File: config.mk
export PLATFORM = sky130hd
export DESIGN_NAME = ngv_ppdu_airtime_calculator
export DESIGN_NICKNAME = d
export VERILOG_FILES = /design/src/rtl/core/ngvpa_pkg.sv /design/src/rtl/core/ngvpa_div.sv /design/src/rtl/core/ngv_ppdu_airtime_calculator.sv
export SDC_FILE = /design/constraint.sdc
export NUM_CORES = 2
export LEC_CHECK = 0
export BUFFER_PORTS_ARGS = -buffer_cell sky130_fd_sc_hd__buf_2
export CAP_MARGIN = 5
export CORE_MARGIN = 4
export CORE_UTILIZATION = 58
export DETAILED_ROUTE_END_ITERATION = 12
export GPL_ROUTABILITY_DRIVEN = 1
export HOLD_SLACK_MARGIN = 0.06
export PLACE_DENSITY = 0.78
export SETUP_SLACK_MARGIN = 0.15
export SYNTH_ARGS = -nofsm -noshare
export SYNTH_HDL_FRONTEND = slang
export SYNTH_HIERARCHICAL = 1
export SYNTH_SLANG_ARGS = --single-unit
File: constraint.sdc
create_clock -name aclk -period 23.4 [get_ports aclk]
set_clock_uncertainty 0.2 [all_clocks]
set_input_delay 0 -clock aclk [delete_from_list [all_inputs] [get_ports aclk]]
set_output_delay 0 -clock aclk [all_outputs]
set_load 0.03 [all_outputs]
File: src/rtl/core/ngvpa_pkg.sv
package ngvpa_pkg;

    localparam int MAX_PSDU_BYTES = 65535;

    // bytes beyond the 16-bit field can never arrive
    localparam int BYTES_CAP  = (MAX_PSDU_BYTES > 65535) ? 65535 : MAX_PSDU_BYTES;

    localparam int SYMBOL_NS     = 8000;
    localparam int LTF_1X_NS     = 4800;
    localparam int LTF_2X_NS     = 8000;
    localparam int LTF_2X_REP_NS = 14400;
    localparam int SERVICE_BITS  = 16;
    localparam int TAIL_BITS     = 6;

    localparam int SYM_MAX = 65535;
    localparam int MID_MAX = 16383;
    localparam int PAY_MAX = 1073741823;

    localparam int DBPS_W   = 11;
    localparam int DBPS_MAX = 1440;
    localparam int LTF_NS_W = 14;
    localparam int BLOCK_W  = 15;
    localparam int TRAIN_W  = 16;

    // ceil numerator: service + 8*bytes + tail + dbps - 1
    localparam int NUM_MAX    = SERVICE_BITS + 8 * BYTES_CAP + TAIL_BITS + DBPS_MAX - 1;
    localparam int NUM_W      = $clog2(NUM_MAX + 1);
    localparam int DIV_BITS   = 4;
    localparam int DIV_STAGES = (NUM_W + DIV_BITS - 1) / DIV_BITS;
    localparam int QW         = DIV_STAGES * DIV_BITS;
    localparam int PW         = QW + 16;

    localparam logic [1:0] LTF_1X     = 2'd0;
    localparam logic [1:0] LTF_2X     = 2'd1;
    localparam logic [1:0] LTF_2X_REP = 2'd2;

    localparam logic [7:0] PERIOD_4  = 8'd4;
    localparam logic [7:0] PERIOD_8  = 8'd8;
    localparam logic [7:0] PERIOD_16 = 8'd16;

    typedef enum logic [1:0] {
        ST_OK      = 2'd0,
        ST_BAD_MCS = 2'd1,
        ST_BAD_NSS = 2'd2,
        ST_BAD_LTF = 2'd3
    } status_t;

    // per-transaction values that ride alongside the divider
    typedef struct packed {
        status_t              status;
        logic [DBPS_W-1:0]    dbps;
        logic [BLOCK_W-1:0]   block;
        logic [TRAIN_W-1:0]   training;
        logic [7:0]           period;
    } side_t;

    // data bits per symbol, zero for a combination not in the rate set
    function automatic logic [DBPS_W-1:0] dbps_lookup(
        input logic [3:0] mcs,
        input logic [7:0] mhz,
        input logic [2:0] nss
    );
        logic [DBPS_W-1:0] d;
        d = '0;
        if (mhz == 8'd10 && nss == 3'd1) begin
            case (mcs)
                4'd0:    d = 11'd26;
                4'd1:    d = 11'd52;
                4'd2:    d = 11'd78;
                4'd3:    d = 11'd104;
                4'd4:    d = 11'd156;
                4'd5:    d = 11'd208;
                4'd6:    d = 11'd234;
                4'd7:    d = 11'd260;
                4'd8:    d = 11'd312;
                4'd15:   d = 11'd13;
                default: d = '0;
            endcase
        end else if (mhz == 8'd10 && nss == 3'd2) begin
            case (mcs)
                4'd0:    d = 11'd52;
                4'd1:    d = 11'd104;
                4'd2:    d = 11'd156;
                4'd3:    d = 11'd208;
                4'd4:    d = 11'd312;
                4'd5:    d = 11'd416;
                4'd6:    d = 11'd468;
                4'd7:    d = 11'd520;
                4'd8:    d = 11'd624;
                default: d = '0;
            endcase
        end else if (mhz == 8'd20 && nss == 3'd1) begin
            case (mcs)
                4'd0:    d = 11'd54;
                4'd1:    d = 11'd108;
                4'd2:    d = 11'd162;
                4'd3:    d = 11'd216;
                4'd4:    d = 11'd324;
                4'd5:    d = 11'd432;
                4'd6:    d = 11'd486;
                4'd7:    d = 11'd540;
                4'd8:    d = 11'd648;
                4'd9:    d = 11'd720;
                4'd15:   d = 11'd27;
                default: d = '0;
            endcase
        end else if (mhz == 8'd20 && nss == 3'd2) begin
            case (mcs)
                4'd0:    d = 11'd108;
                4'd1:    d = 11'd216;
                4'd2:    d = 11'd324;
                4'd3:    d = 11'd432;
                4'd4:    d = 11'd648;
                4'd5:    d = 11'd864;
                4'd6:    d = 11'd972;
                4'd7:    d = 11'd1080;
                4'd8:    d = 11'd1296;
                4'd9:    d = 11'd1440;
                default: d = '0;
            endcase
        end
        return d;
    endfunction

endpackage

File: src/rtl/core/ngvpa_div.sv
module ngvpa_div
    import ngvpa_pkg::*;
(
    input  logic              aclk,
    input  logic              aresetn,
    input  logic              en,
    input  logic              in_valid,
    input  logic [QW-1:0]     in_num,
    input  logic [DBPS_W-1:0] in_den,
    input  side_t             in_side,
    output logic              out_valid,
    output logic [QW-1:0]     out_quo,
    output side_t             out_side
);

    // DIV_BITS restoring steps per stage, quotient bits shift in where numerator bits leave
    function automatic logic [QW+DBPS_W-1:0] div_chunk(
        input logic [QW-1:0]     nq,
        input logic [DBPS_W-1:0] rem,
        input logic [DBPS_W-1:0] den
    );
        logic [QW-1:0]     q;
        logic [DBPS_W-1:0] r;
        logic [DBPS_W:0]   t;
        q = nq;
        r = rem;
        for (int i = 0; i < DIV_BITS; i++) begin
            t = {r, q[QW-1]};
            q = {q[QW-2:0], 1'b0};
            if (t >= {1'b0, den}) begin
                t    = t - {1'b0, den};
                q[0] = 1'b1;
            end
            r = t[DBPS_W-1:0];
        end
        return {q, r};
    endfunction

    logic              valid_reg [DIV_STAGES];
    logic [QW-1:0]     nq_reg    [DIV_STAGES];
    logic [DBPS_W-1:0] rem_reg   [DIV_STAGES];
    logic [DBPS_W-1:0] den_reg   [DIV_STAGES];
    side_t             side_reg  [DIV_STAGES];

    for (genvar k = 0; k < DIV_STAGES; k++) begin : g_stage
        logic              valid_in;
        logic [QW-1:0]     nq_in;
        logic [DBPS_W-1:0] rem_in;
        logic [DBPS_W-1:0] den_in;
        side_t             side_in;
        logic [QW-1:0]     nq_next;
        logic [DBPS_W-1:0] rem_next;

        if (k == 0) begin : g_first
            assign valid_in = in_valid;
            assign nq_in    = in_num;
            assign rem_in   = '0;
            assign den_in   = in_den;
            assign side_in  = in_side;
        end else begin : g_rest
            assign valid_in = valid_reg[k-1];
            assign nq_in    = nq_reg[k-1];
            assign rem_in   = rem_reg[k-1];
            assign den_in   = den_reg[k-1];
            assign side_in  = side_reg[k-1];
        end

        assign {nq_next, rem_next} = div_chunk(nq_in, rem_in, den_in);

        always_ff @(posedge aclk) begin
            if (!aresetn) begin
                valid_reg[k] <= 1'b0;
            end else if (en) begin
                valid_reg[k] <= valid_in;
            end
        end

        always_ff @(posedge aclk) begin
            if (en) begin
                nq_reg[k]   <= nq_next;
                rem_reg[k]  <= rem_next;
                den_reg[k]  <= den_in;
                side_reg[k] <= side_in;
            end
        end
    end

    assign out_valid = valid_reg[DIV_STAGES-1];
    assign out_quo   = nq_reg[DIV_STAGES-1];
    assign out_side  = side_reg[DIV_STAGES-1];

endmodule

File: src/rtl/core/ngv_ppdu_airtime_calculator.sv
// NGV PPDU airtime calculator: each input transaction is one frame request and yields exactly
// one result transaction. Requests stream at one per clock while the result side accepts; the
// path runs through the input register, the pipelined restoring divider that forms
// ceil(bits / dbps) four quotient bits per stage, the midamble shift, the duration
// multipliers and the final add/saturate. A nonzero status in m_tuser marks a request with a
// bad stream count, an MCS/width/stream combination outside the rate set, or a bad LTF kind;
// all result fields are then zero. Backpressure on the result side stalls the whole pipeline.
module ngv_ppdu_airtime_calculator
    import ngvpa_pkg::*;
(
    input  logic        aclk,
    input  logic        aresetn,
    input  logic        s_tvalid,
    output logic        s_tready,
    // psdu_bytes[15:0], mcs_index[19:16], channel_mhz[27:20], stream_count[30:28],
    // ltf_kind[32:31], midamble_period[40:33], zero pad above
    input  logic [47:0] s_tdata,
    output logic        m_tvalid,
    input  logic        m_tready,
    // bits_per_symbol[10:0], data_symbols[26:11], midamble_count[40:27],
    // payload_ns[70:41], training_ns[86:71], zero pad above
    output logic [87:0] m_tdata,
    // status[1:0]
    output logic [1:0]  m_tuser
);

    logic en;

    logic [15:0] in_bytes;
    logic [3:0]  in_mcs;
    logic [7:0]  in_mhz;
    logic [2:0]  in_nss;
    logic [1:0]  in_ltf;
    logic [7:0]  in_period;

    assign in_bytes  = s_tdata[15:0];
    assign in_mcs    = s_tdata[19:16];
    assign in_mhz    = s_tdata[27:20];
    assign in_nss    = s_tdata[30:28];
    assign in_ltf    = s_tdata[32:31];
    assign in_period = s_tdata[40:33];

    // whole pipeline advances together whenever the output register can move
    assign en       = !m_tvalid || m_tready;
    // no transaction is taken while reset is held
    assign s_tready = en && aresetn;

    // ---------------- stage 1: table lookup, checks, numerator
    logic [DBPS_W-1:0]   dbps_c;
    logic [LTF_NS_W-1:0] ltf_ns_c;
    logic [BLOCK_W-1:0]  block_c;
    logic [15:0]         bytes_sat_c;
    side_t               side_next;
    logic [QW-1:0]       num_next;
    logic [DBPS_W-1:0]   den_next;

    always_comb begin
        dbps_c   = dbps_lookup(in_mcs, in_mhz, in_nss);
        ltf_ns_c = '0;
        case (in_ltf)
            LTF_1X:     ltf_ns_c = LTF_NS_W'(LTF_1X_NS);
            LTF_2X:     ltf_ns_c = LTF_NS_W'(LTF_2X_NS);
            LTF_2X_REP: ltf_ns_c = LTF_NS_W'(LTF_2X_REP_NS);
            default:    ltf_ns_c = '0;
        endcase

        side_next.status = ST_OK;
        if (in_nss < 3'd1 || in_nss > 3'd2) begin
            side_next.status = ST_BAD_NSS;
        end else if (dbps_c == '0) begin
            side_next.status = ST_BAD_MCS;
        end else if (ltf_ns_c == '0) begin
            side_next.status = ST_BAD_LTF;
        end

        block_c = (in_nss == 3'd2) ? {ltf_ns_c, 1'b0} : {1'b0, ltf_ns_c};

        side_next.dbps     = dbps_c;
        side_next.block    = block_c;
        side_next.training = TRAIN_W'(SYMBOL_NS) + TRAIN_W'(block_c);
        side_next.period   = in_period;

        bytes_sat_c = (32'(in_bytes) > MAX_PSDU_BYTES) ? 16'(MAX_PSDU_BYTES) : in_bytes;

        // error requests divide zero by one, their fields are cleared at the end
        if (side_next.status == ST_OK) begin
            num_next = (QW'(bytes_sat_c) << 3) + QW'(dbps_c)
                     + QW'(SERVICE_BITS + TAIL_BITS - 1);
            den_next = dbps_c;
        end else begin
            num_next = '0;
            den_next = DBPS_W'(1);
        end
    end

    logic              s1_valid_reg;
    logic [QW-1:0]     s1_num_reg;
    logic [DBPS_W-1:0] s1_den_reg;
    side_t             s1_side_reg;

    always_ff @(posedge aclk) begin
        if (!aresetn) begin
            s1_valid_reg <= 1'b0;
        end else if (en) begin
            s1_valid_reg <= s_tvalid;
        end
    end

    always_ff @(posedge aclk) begin
        if (en) begin
            s1_num_reg  <= num_next;
            s1_den_reg  <= den_next;
            s1_side_reg <= side_next;
        end
    end

    // ---------------- divider stages
    logic          dv_valid;
    logic [QW-1:0] dv_quo;
    side_t         dv_side;

    ngvpa_div u_div (
        .aclk      (aclk),
        .aresetn   (aresetn),
        .en        (en),
        .in_valid  (s1_valid_reg),
        .in_num    (s1_num_reg),
        .in_den    (s1_den_reg),
        .in_side   (s1_side_reg),
        .out_valid (dv_valid),
        .out_quo   (dv_quo),
        .out_side  (dv_side)
    );

    // ---------------- midamble count
    logic [QW-1:0] syms_m1_c;
    logic [QW-1:0] mids_next;

    always_comb begin
        syms_m1_c = dv_quo - QW'(1);
        mids_next = '0;
        if (dv_quo != '0) begin
            case (dv_side.period)
                PERIOD_4:  mids_next = syms_m1_c >> 2;
                PERIOD_8:  mids_next = syms_m1_c >> 3;
                PERIOD_16: mids_next = syms_m1_c >> 4;
                default:   mids_next = '0;
            endcase
        end
    end

    logic          p1_valid_reg;
    logic [QW-1:0] p1_syms_reg;
    logic [QW-1:0] p1_mids_reg;
    side_t         p1_side_reg;

    always_ff @(posedge aclk) begin
        if (!aresetn) begin
            p1_valid_reg <= 1'b0;
        end else if (en) begin
            p1_valid_reg <= dv_valid;
        end
    end

    always_ff @(posedge aclk) begin
        if (en) begin
            p1_syms_reg <= dv_quo;
            p1_mids_reg <= mids_next;
            p1_side_reg <= dv_side;
        end
    end

    // ---------------- duration products
    logic [PW-1:0] sym_ns_next;
    logic [PW-1:0] mid_ns_next;

    assign sym_ns_next = PW'(p1_syms_reg) * PW'(SYMBOL_NS);
    assign mid_ns_next = PW'(p1_mids_reg) * PW'(p1_side_reg.block);

    logic          p2_valid_reg;
    logic [QW-1:0] p2_syms_reg;
    logic [QW-1:0] p2_mids_reg;
    logic [PW-1:0] p2_sym_ns_reg;
    logic [PW-1:0] p2_mid_ns_reg;
    side_t         p2_side_reg;

    always_ff @(posedge aclk) begin
        if (!aresetn) begin
            p2_valid_reg <= 1'b0;
        end else if (en) begin
            p2_valid_reg <= p1_valid_reg;
        end
    end

    always_ff @(posedge aclk) begin
        if (en) begin
            p2_syms_reg   <= p1_syms_reg;
            p2_mids_reg   <= p1_mids_reg;
            p2_sym_ns_reg <= sym_ns_next;
            p2_mid_ns_reg <= mid_ns_next;
            p2_side_reg   <= p1_side_reg;
        end
    end

    // ---------------- sum, saturate, output register
    logic [PW-1:0] pay_c;
    logic [15:0]   syms_sat_c;
    logic [13:0]   mids_sat_c;
    logic [29:0]   pay_sat_c;
    logic [87:0]   tdata_next;
    logic [1:0]    tuser_next;

    always_comb begin
        pay_c      = p2_sym_ns_reg + p2_mid_ns_reg;
        syms_sat_c = (64'(p2_syms_reg) > 64'(SYM_MAX)) ? 16'(SYM_MAX) : 16'(p2_syms_reg);
        mids_sat_c = (64'(p2_mids_reg) > 64'(MID_MAX)) ? 14'(MID_MAX) : 14'(p2_mids_reg);
        pay_sat_c  = (64'(pay_c) > 64'(PAY_MAX)) ? 30'(PAY_MAX) : 30'(pay_c);
        tuser_next = p2_side_reg.status;
        if (p2_side_reg.status == ST_OK) begin
            tdata_next = {1'b0, p2_side_reg.training, pay_sat_c, mids_sat_c, syms_sat_c,
                          p2_side_reg.dbps};
        end else begin
            tdata_next = '0;
        end
    end

    logic        m_valid_reg;
    logic [87:0] m_tdata_reg;
    logic [1:0]  m_tuser_reg;

    always_ff @(posedge aclk) begin
        if (!aresetn) begin
            m_valid_reg <= 1'b0;
        end else if (en) begin
            m_valid_reg <= p2_valid_reg;
        end
    end

    always_ff @(posedge aclk) begin
        if (en) begin
            m_tdata_reg <= tdata_next;
            m_tuser_reg <= tuser_next;
        end
    end

    assign m_tvalid = m_valid_reg;
    assign m_tdata  = m_tdata_reg;
    assign m_tuser  = m_tuser_reg;

endmodule
==> flow_summary.ini <==
[setup_path]
crit_path_max_fanout = 19
cp_common_cell = mux2_2
path_class = flip-flop to flip-flop
critPathSlowestCell = nor2_1
cp_data_required_time_ps = 23590
worstPathArrival_ps = 11460
cp-start-kind = flip-flop
end_kind = flip-flop
crit_start = u_div/den_reg[0][22]
r2r_slack_ps = 12130
r2r_start = u_div/den_reg[0][22]
cp_slowest_stage_delay_ps = 840

[cts]
htree_levels = 3
path_clk_slew_ps = 60
worstSkewPairLatency_ps = 650
cts_tree = done
clock_sink_count = 826
clock_path_buffers = 3
cts-root-buf = clkbuf_16
cts_buffers = 81
cts_resized = 0

[global_route]
grt_start_max_net_pins = 88
grt_pass1_vias = 36000
grt_usage_pct = 23.5
grt_pass1_wl_um = 186000
grt_overflow = 0
antenna_found_initial = 0

[route]
wl_um = 114000
dr_total_vias = 35500
route.detailed.drc = 0
wl_per_cell_um = 18.7
drt_iter0_drc = 2528
first_pass_iters = 5
antenna_left = 0
vias_per_cell = 5.84

[synth]
ys_ff_latch = 826
yosysWarnings = 6
synthMuxAreaShare_pct = 2.38
yosysUniqueCellTypes = 108
synth_top_family_by_area = adder cells
synth-compound-area-share_pct = 10.5
synthesis.area_um2 = 53600
synthAdderAreaFrac_pct = 21.3
yosysSeqAreaShare_pct = 46.2
async_reset_ff_share_pct = 0
synth_simple_gate_area_share_pct = 12.0
synth_ff_type = edfxtp_1
synth_edf_count = 821
syn_area_per_cell_um2 = 11.6
yosys.area_share.xor_xnor_pct = 3.43
syn_inst = 4600

[sta]
slew_viol_final = 0
fin_crit_sh_pct = 48.2
fin_crit_ps = 11270
slew-limit-headroom_pct = 28.9
setup_viol = 0
final-hold-violation-count = 0
fmax_mhz = 88.7
worst_slew_pin_slew_ps = 1060
rsz0062_at_grt = false
setup_tns_ps = 0

[final_layout]
drive_above_1_share_pct = 8.69
postLayoutCellArea_um2 = 59100
syn_to_final_growth_pct = 10.3
final_cell_count_no_fill = 6076
fillers = 6723
largest_register_ffs = 260
final_core_util_pct = 64.4
antenna_cells_inserted = 0
nNetsFinal = 5605

[place]
placed_cell_area_um2 = 55500
dp_hpwl_um = 81100
port-buffer-count = 135
placedCellCount = 5840
gp_congestion = 0.917

[floorplanning]
die_area_um2 = 97300
die_w_um = 312
rows = 111
fp.dieH_um = 312
design.core.area_um2 = 91700
start_util_pct = 58.4
pin_count = 144

[job]
drv_cap = 0

[run_status]
status = complete, no violations

[hold_path]
hp-start = m_tready
hp-class = input port to flip-flop
[cells in the final DEF (no fill, tap or decap), types with 81 or more instances in the layout]
| cell type | n |
|---|---|
| a21oi_1 | 238 |
| and2_1 | 198 |
| buf_2 | 135 |
| clkbuf_16 | 81 |
| dlygate4sd3_1 | 84 |
| edfxtp_1 | 821 |
| fa_1 | 296 |
| ha_1 | 436 |
| inv_1 | 461 |
| nand2_1 | 329 |
| nor2_1 | 311 |
| o21ai_0 | 187 |
| xnor2_1 | 129 |
| xor2_1 | 81 |
[cell type report]
cell class | instances | area (um^2) | area share, %
clock buffers | 95 | 2080 | 3.52
inverters | 467 | 1750 | 2.97
repair buffers | 242 | 1690 | 2.86
flip-flops and latches | 826 | 24800 | 41.9
well taps | 1186 | 1480 | 2.51
clock inverters | 57 | 686 | 1.16
multi-input cells | 3203 | 26600 | 45.1
[synth_stat cells, types with 66 or more instances]
library cell  number  area [um^2]
nor3_1            66          330
and2_1           198         1240
a21oi_1          238         1190
nor2_1           311         1170
mux2_2            78          878
xor2_1            81          709
clkbuf_1          93          349
edfxtp_1         821        24700
nand2_1          329         1230
xnor2_1          129         1130
a21o_1            68          510
o21ai_0          187          936
ha_1             436         5460
fa_1             296         5930
inv_1            461         1730
nand3_1           72          360
[repair_timing]
item,in CTS,in global routing
setup buffers,0,0
endpoints found under the hold margin,82,0
hold buffers,84,0
[stage by stage]
stage          hold WS [ps]  setup WS, ps
2_1_floorplan          -101         10990
3_3_place_gp          -23.6         12430
3_5_place_dp          -21.9         12280
4_1_cts                67.6         12220
5_1_grt                 141         11530
6_report                103         12130
[path summary, 6_finish.rpt]
| path | endpoint | cells past startpoint |
|---|---|---|
| max reg2reg | u_div/rem_reg[0][35] | 34 |
| min | p1_side_reg[48] | 2 |
| max | u_div/rem_reg[0][35] | 34 |
| min reg2reg | p1_side_reg[28] | 0 |
[per-layer routing]
layer  wire (um)  share of wire [%]  up-vias  global-route usage [%]
met5           0                  0        -                       0
met4        4850                4.3        0                    9.57
met3        5170                4.5      300                    2.98
met2       57100                 50     1102                    41.3
met1       46700                 41    17200                    29.5
li1            -                  -    16900                       -
[cells by family after synthesis]
kind of cell | after synthesis
AND/OR/NAND/NOR | 1277
buffers and inverters | 583
adder cells (fa/ha/maj) | 732
other | 1
XOR/XNOR | 210
flip-flops | 826
AO/OA/AOI/OAI | 856
multiplexers | 115
[critical path, delay by kind of cell, from the launching register on]
family	cells	cell delay [ps]
AOI/OAI and AO/OA	13	3460
and+or+nand+nor	10	2760
muxes	5	2030
adders and majority gates	5	1810
DFF	1	500
buffers and inverters	1	210
Power is left out: the tool's default activity adds up to more than one toggle a clock period on the data nets, which glitch-free logic cannot reach.
